<file path="config.mk">
export PLATFORM = sky130hd
export DESIGN_NAME = fnc_dist
export DESIGN_NICKNAME = d
export VERILOG_FILES = /design/src/design/fnc_pkg.sv /design/src/design/fnc_dist.sv
export SDC_FILE = /design/constraint.sdc
export NUM_CORES = 2
export LEC_CHECK = 0
export BUFFER_PORTS_ARGS = -buffer_cell sky130_fd_sc_hd__buf_2
export CAP_MARGIN = 20
export CELL_PAD_IN_SITES_DETAIL_PLACEMENT = 1
export CELL_PAD_IN_SITES_GLOBAL_PLACEMENT = 2
export CORE_MARGIN = 5
export CORE_UTILIZATION = 44
export DETAILED_ROUTE_END_ITERATION = 7
export GPL_ROUTABILITY_DRIVEN = 1
export GPL_TIMING_DRIVEN = 0
export MAX_ROUTING_LAYER = met4
export PLACE_DENSITY = 0.89
export SYNTH_ARGS = -nofsm -noshare
export SYNTH_HDL_FRONTEND = slang
export SYNTH_SLANG_ARGS = --single-unit
</file>
<file path="constraint.sdc">
create_clock -name i_clk -period 11.3 [get_ports i_clk]
set_input_delay 1.13 -clock i_clk [delete_from_list [all_inputs] [get_ports i_clk]]
set_output_delay 1.13 -clock i_clk [all_outputs]
set_load 0.1 [all_outputs]
</file>
<file path="src/design/fnc_pkg.sv">
// Shared types and constants for the fingerprint nearest-cell block.
// No dependencies; every other file refers to it by scoped names.
`timescale 1ns / 1ps
`default_nettype none

package fnc_pkg;

    localparam int SENSOR_COUNT = 4;
    localparam int SENSOR_W     = 16;
    localparam int WORD_W       = SENSOR_COUNT * SENSOR_W;
    localparam int CFG_W        = 5;
    localparam int CFG_IDX_W    = 2;
    localparam int SQ_W         = 2 * SENSOR_W;
    localparam int DIST_W       = SQ_W + 2;
    localparam int DIST_STAGES  = 4;

    localparam logic [1:0] OP_WRITE  = 2'd0;
    localparam logic [1:0] OP_READ   = 2'd1;
    localparam logic [1:0] OP_LOCATE = 2'd2;

    localparam logic [1:0] ST_OK     = 2'd0;
    localparam logic [1:0] ST_BOUNDS = 2'd1;
    localparam logic [1:0] ST_EMPTY  = 2'd2;

    localparam logic [CFG_IDX_W-1:0] CFG_LINES   = 2'd0;
    localparam logic [CFG_IDX_W-1:0] CFG_COLUMNS = 2'd1;
    localparam logic [CFG_W-1:0]     CFG_RESET   = 5'd16;

    typedef struct packed {
        logic [1:0]         operation;
        logic [3:0]         line;
        logic [3:0]         column;
        logic signed [15:0] sensor_a;
        logic signed [15:0] sensor_b;
        logic signed [15:0] sensor_c;
        logic signed [15:0] sensor_d;
    } t_cmd;

    typedef struct packed {
        logic [1:0]         status;
        logic [3:0]         best_line;
        logic [3:0]         best_column;
        logic signed [15:0] value_a;
        logic signed [15:0] value_b;
        logic signed [15:0] value_c;
        logic signed [15:0] value_d;
    } t_result;

    typedef struct packed {
        logic [3:0] line;
        logic [3:0] column;
    } t_cell_pos;

    typedef struct packed {
        logic wr_en;
        logic wr_cell;
        logic wr_valid;
        logic rd_en;
    } t_mem_req;

endpackage

`default_nettype wire

</file>
<file path="src/design/fnc_dist.sv">
// Squared Euclidean distance pipeline: magnitude, square, pair sum, total.
// Carries a live flag and the cell position alongside; uses fnc_pkg.
`timescale 1ns / 1ps
`default_nettype none

module fnc_dist (
    input  wire                              i_clk,
    input  wire                              i_rst_n,
    input  wire                              i_live,
    input  wire fnc_pkg::t_cell_pos          i_pos,
    input  wire [fnc_pkg::WORD_W-1:0]        i_meas,
    input  wire [fnc_pkg::WORD_W-1:0]        i_word,
    output logic                             o_live,
    output fnc_pkg::t_cell_pos               o_pos,
    output logic [fnc_pkg::DIST_W-1:0]       o_dist
);

    localparam int N  = fnc_pkg::SENSOR_COUNT;
    localparam int SW = fnc_pkg::SENSOR_W;
    localparam int QW = fnc_pkg::SQ_W;
    localparam int NS = fnc_pkg::DIST_STAGES;

    logic [SW:0]               diff  [N];
    logic [SW-1:0]             n_mag [N];
    logic [SW-1:0]             r_mag [N];
    logic [QW-1:0]             r_sq  [N];
    logic [QW:0]               r_pair [2];
    logic [fnc_pkg::DIST_W-1:0] r_dist;
    logic                      r_live [NS];
    fnc_pkg::t_cell_pos        r_pos  [NS];

    always_comb begin
        for (int k = 0; k < N; k++) begin
            diff[k] = {i_meas[SW*k+SW-1], i_meas[SW*k +: SW]}
                    - {i_word[SW*k+SW-1], i_word[SW*k +: SW]};
            n_mag[k] = diff[k][SW] ? SW'(~diff[k] + 1'b1) : diff[k][SW-1:0];
        end
    end

    always_ff @(posedge i_clk) begin
        for (int k = 0; k < N; k++) begin
            r_mag[k] <= n_mag[k];
            r_sq[k]  <= QW'(r_mag[k] * r_mag[k]);
        end
        r_pair[0] <= {1'b0, r_sq[0]} + {1'b0, r_sq[1]};
        r_pair[1] <= {1'b0, r_sq[2]} + {1'b0, r_sq[3]};
        r_dist    <= {1'b0, r_pair[0]} + {1'b0, r_pair[1]};
        r_pos[0]  <= i_pos;
        for (int s = 1; s < NS; s++) begin
            r_pos[s] <= r_pos[s-1];
        end
    end

    always_ff @(posedge i_clk) begin
        if (!i_rst_n) begin
            for (int s = 0; s < NS; s++) begin
                r_live[s] <= 1'b0;
            end
        end else begin
            r_live[0] <= i_live;
            for (int s = 1; s < NS; s++) begin
                r_live[s] <= r_live[s-1];
            end
        end
    end

    assign o_live = r_live[NS-1];
    assign o_pos  = r_pos[NS-1];
    assign o_dist = r_dist;

endmodule

`default_nettype wire

</file>
==> results.sh <==
export IMPL_end_kind="register"
export IMPL_drt_iter0_drc=1380
export IMPL_cts_resized=0
export IMPL_syn2layout_area_growth_pct=8.976
export IMPL_hold_path_class="reg2reg"
export IMPL_synthTopCellsByArea="fa_1 30%, ha_1 16%, dfxtp_1 15%"
export IMPL_synth_top_area_cell="fa_1"
export IMPL_synthArstFlopShare_pct=0
export IMPL_path_cells="clkbuf_1, clkbuf_1, nand2_1, inv_1, fa_1, inv_1, fa_1, inv_1, fa_1, fa_1, fa_1, inv_1, fa_1, inv_1, ha_1, nand4_1, o31ai_1, o21ai_0, a2111oi_0, nor3_1, o41ai_1, a21oi_1, xnor2_1"
export IMPL_antenna_found_initial=6
export IMPL_start_util_pct=44.35
export IMPL_yosys_most_used_dff="dfxtp_1"
export IMPL_clock_fmax_mhz=128.5
export IMPL_vias=32780
export IMPL_h_tree_depth=2
export IMPL_cts_setup_buffers=0
export IMPL_insertion_delay_ps=610
export IMPL_maxCapViolations=0
export IMPL_slew_headroom_pct=39.67
export IMPL_final_layout_size_suffix_gt1_share_pct=5.974
export IMPL_dpl_cell_area_sq_um=46230
export IMPL_avgSynthCellArea_sq_um=9.039
export IMPL_yosys_cell_types_count=78
export IMPL_grt_max_degree=15
export IMPL_grt_pass1_vias=36250
export IMPL_status="finished, final reports clean"
export IMPL_min_period_ps=7783
export IMPL_dp_slack_ps=3525
export IMPL_crit_slowest_cell="a2111oi_0"
export IMPL_cts_root_buf="clkbuf_16"
export IMPL_cts_tree="yes"
export IMPL_hold_path_depth=0
export IMPL_grtUsageMet2_pct=39.11
export IMPL_hold_viol_final=0
export IMPL_cts_buffers=40
export IMPL_r2r_setup_slack_ps=3520
export IMPL_grt_overflow_total=0
export IMPL_grt_pass1_wl_microns=189500
export IMPL_cpMostUsedCell="fa_1"
export IMPL_finalInstanceArea_sq_um=47640
export IMPL_yosysSeqAreaShare_pct=14.84
export IMPL_chipHeight_microns=325.2
export IMPL_grt_busiest_layer="met2"
export IMPL_skew_ps=48.54
export IMPL_yosys_area_top_type_share_pct=30.00
export IMPL_setup_tns_ps=0
export IMPL_syn_num_nets=6195
export IMPL_vias_per_cell=5.138
export IMPL_num_rows=115
export IMPL_ys_ff_latch=324
export IMPL_fp_dieArea_sq_um=105800
export IMPL_critPathRequiredTime_ps=11750
export IMPL_ant_nets=0
export IMPL_syn_inst=4836
export IMPL_io_pins=182
export IMPL_synth_edf_count=0
export IMPL_clkSinkCount=324
export IMPL_critPathArrivalTime_ps=8240
export IMPL_setup_slack_ps=3517
export IMPL_yosysWarnings=0
export IMPL_drc=0
export IMPL_ctsHoldBuffers=0
export IMPL_finalWirelength_microns=116100
export IMPL_grt_util_all_layers_pct=22.75
export IMPL_nFillCells=11570
export IMPL_cp_slowest_stage_delay_ps=880
export IMPL_period_share_pct=68.88
export IMPL_worst_path_max_fanout=10
export IMPL_tightest_slew_ps=882.2
export IMPL_cp_num_buf_inv=7
export IMPL_finalNetCount=6418
export IMPL_rsz0062_at_grt="no"
export IMPL_final_max_slew_viol_count=0
export IMPL_synth_area_sq_um=43710
export IMPL_worstSetupStartpointType="register"
export IMPL_gp_congestion=0.9128
export IMPL_clockBufferDepth=3
export IMPL_core_area_sq_um=98560
export IMPL_r2r_cells=23
export IMPL_crit_type="reg2reg"
export IMPL_cts_clk_slew_worst_paths_ps=60
export IMPL_fin_util_pct=48.33
export IMPL_cp_depth=23
export IMPL_dp_hpwl_microns=98660
export IMPL_finalSetupViolCount=0
export IMPL_grt_util_met1_pct=29.31
export IMPL_io_buffer_count=181
export IMPL_die_w_microns=325.2
export IMPL_grtUsageMet3_pct=2.127
export IMPL_critical_path_top_delay_family="adder cells"
export IMPL_firstDrtPassIters=5
export IMPL_wire_per_inst_microns=18.20
worst reg2reg max path, stage by stage, from the launching register on:
cell	delay, ps
dfxtp_1	420
clkbuf_1	530
clkbuf_1	560
nand2_1	200
inv_1	110
fa_1	410
inv_1	80
fa_1	400
inv_1	80
fa_1	450
fa_1	530
fa_1	500
inv_1	50
fa_1	470
inv_1	50
ha_1	370
nand4_1	100
o31ai_1	300
o21ai_0	380
a2111oi_0	880
nor3_1	180
o41ai_1	350
a21oi_1	130
xnor2_1	130
cell usage in the layout (no fill, tap or decap), types with 7 or more instances in the layout:
| master | instances |
|---|---|
| dfxtp_1 | 324 |
| inv_1 | 1125 |
| and2_1 | 178 |
| o21a_1 | 34 |
| inv_6 | 7 |
| nor2_1 | 195 |
| ha_1 | 565 |
| clkbuf_1 | 93 |
| and3_1 | 33 |
| xor2_1 | 81 |
| nand4_1 | 20 |
| nand3_1 | 52 |
| clkbuf_8 | 7 |
| a211oi_1 | 26 |
| xnor2_1 | 236 |
| nor2b_1 | 53 |
| o31ai_1 | 17 |
| a21boi_0 | 11 |
| a221oi_1 | 9 |
| or3_1 | 15 |
| o21bai_1 | 23 |
| a211o_1 | 8 |
| clkbuf_16 | 41 |
| nor3_1 | 44 |
| a41oi_1 | 9 |
| a21o_1 | 92 |
| nor4_1 | 8 |
| or2_2 | 20 |
| a31oi_1 | 17 |
| a21oi_1 | 203 |
| o211ai_1 | 17 |
| nand2b_1 | 34 |
| o21ai_0 | 112 |
| nand2_1 | 401 |
| a2111oi_0 | 12 |
| a31o_2 | 12 |
| fa_1 | 655 |
| buf_2 | 181 |
metal layers:
metal,up-vias,routed length [microns],part of all wire (%)
met4,0,2781,2.4
met3,136,4138,3.6
met1,16570,51970,45
met5,-,0,0
li1,15610,-,-
met2,466,57190,49
cells in the mapped netlist (9+ instances only):
cell and count:
a2111oi_0 12, a211oi_1 26, a21boi_0 11, a21o_1 92, a21oi_1 203, a221oi_1 9
a31o_2 12, a31oi_1 17, a41oi_1 9, and2_1 178, and3_1 33, clkbuf_1 92
dfxtp_1 324, fa_1 655, ha_1 565, inv_1 1125, nand2_1 401, nand2b_1 34
nand3_1 52, nand4_1 20, nor2_1 195, nor2b_1 53, nor3_1 44, o211ai_1 17
o21a_1 34, o21ai_0 112, o21bai_1 23, o31ai_1 17, or2_2 20, or3_1 15
xnor2_1 236, xor2_1 81
state kept, by name, indices dropped and copies added (netlist names):
name / cells
r_mag: 64
o_dist: 34
r_pair: 66
r_live: 4
r_pos: 32
r_sq: 124
final cells by class:
class                   instances  area [sq um]  share of cell area, %
clock inverters                23         274.0                 0.5752
multi-input cells            3295         32660                  68.56
diodes                          3         7.507                0.01576
plain buffers                  92         345.3                 0.7249
inverters                    1125          4223                  8.864
clock buffers                  49          1126                  2.364
repair buffers                181         905.9                  1.902
well taps                    1287          1610                  3.380
flip-flops and latches        324          6486                  13.62
final timing paths:
kind,start,to
worst max-delay path,r_mag[2][4],r_sq[2][31]
worst min register to register,r_pos[1][4],r_pos[2][4]
worst min-delay path,r_pos[1][4],r_pos[2][4]
worst max register to register,r_mag[2][4],r_sq[2][31]
cell families (layout without fill, tap and decap cells):
logic type	after synthesis	after routing	share of synthesized area (%)
flops	324	324	14.84
buf+inv	1217	1470	10.45
other cells	0	3	0
xor+xnor	317	317	6.351
mux	9	9	0.2232
simple gates	1086	1086	12.03
fa+ha+maj	1220	1220	46.17
compound gates	663	663	9.943
metrics by stage:
stage | hold slack [ps] | instances
CTS | 327.4 | 6376
finish | 326.0 | 6379
global placement | 310.2 | 6304
global route | 334.7 | 6377
detailed placement | 313.5 | 6304
floorplan | 309.6 | 4836
Power is left out: the tool's default activity adds up to more than one toggle a clock period on the data nets, which glitch-free logic cannot reach.
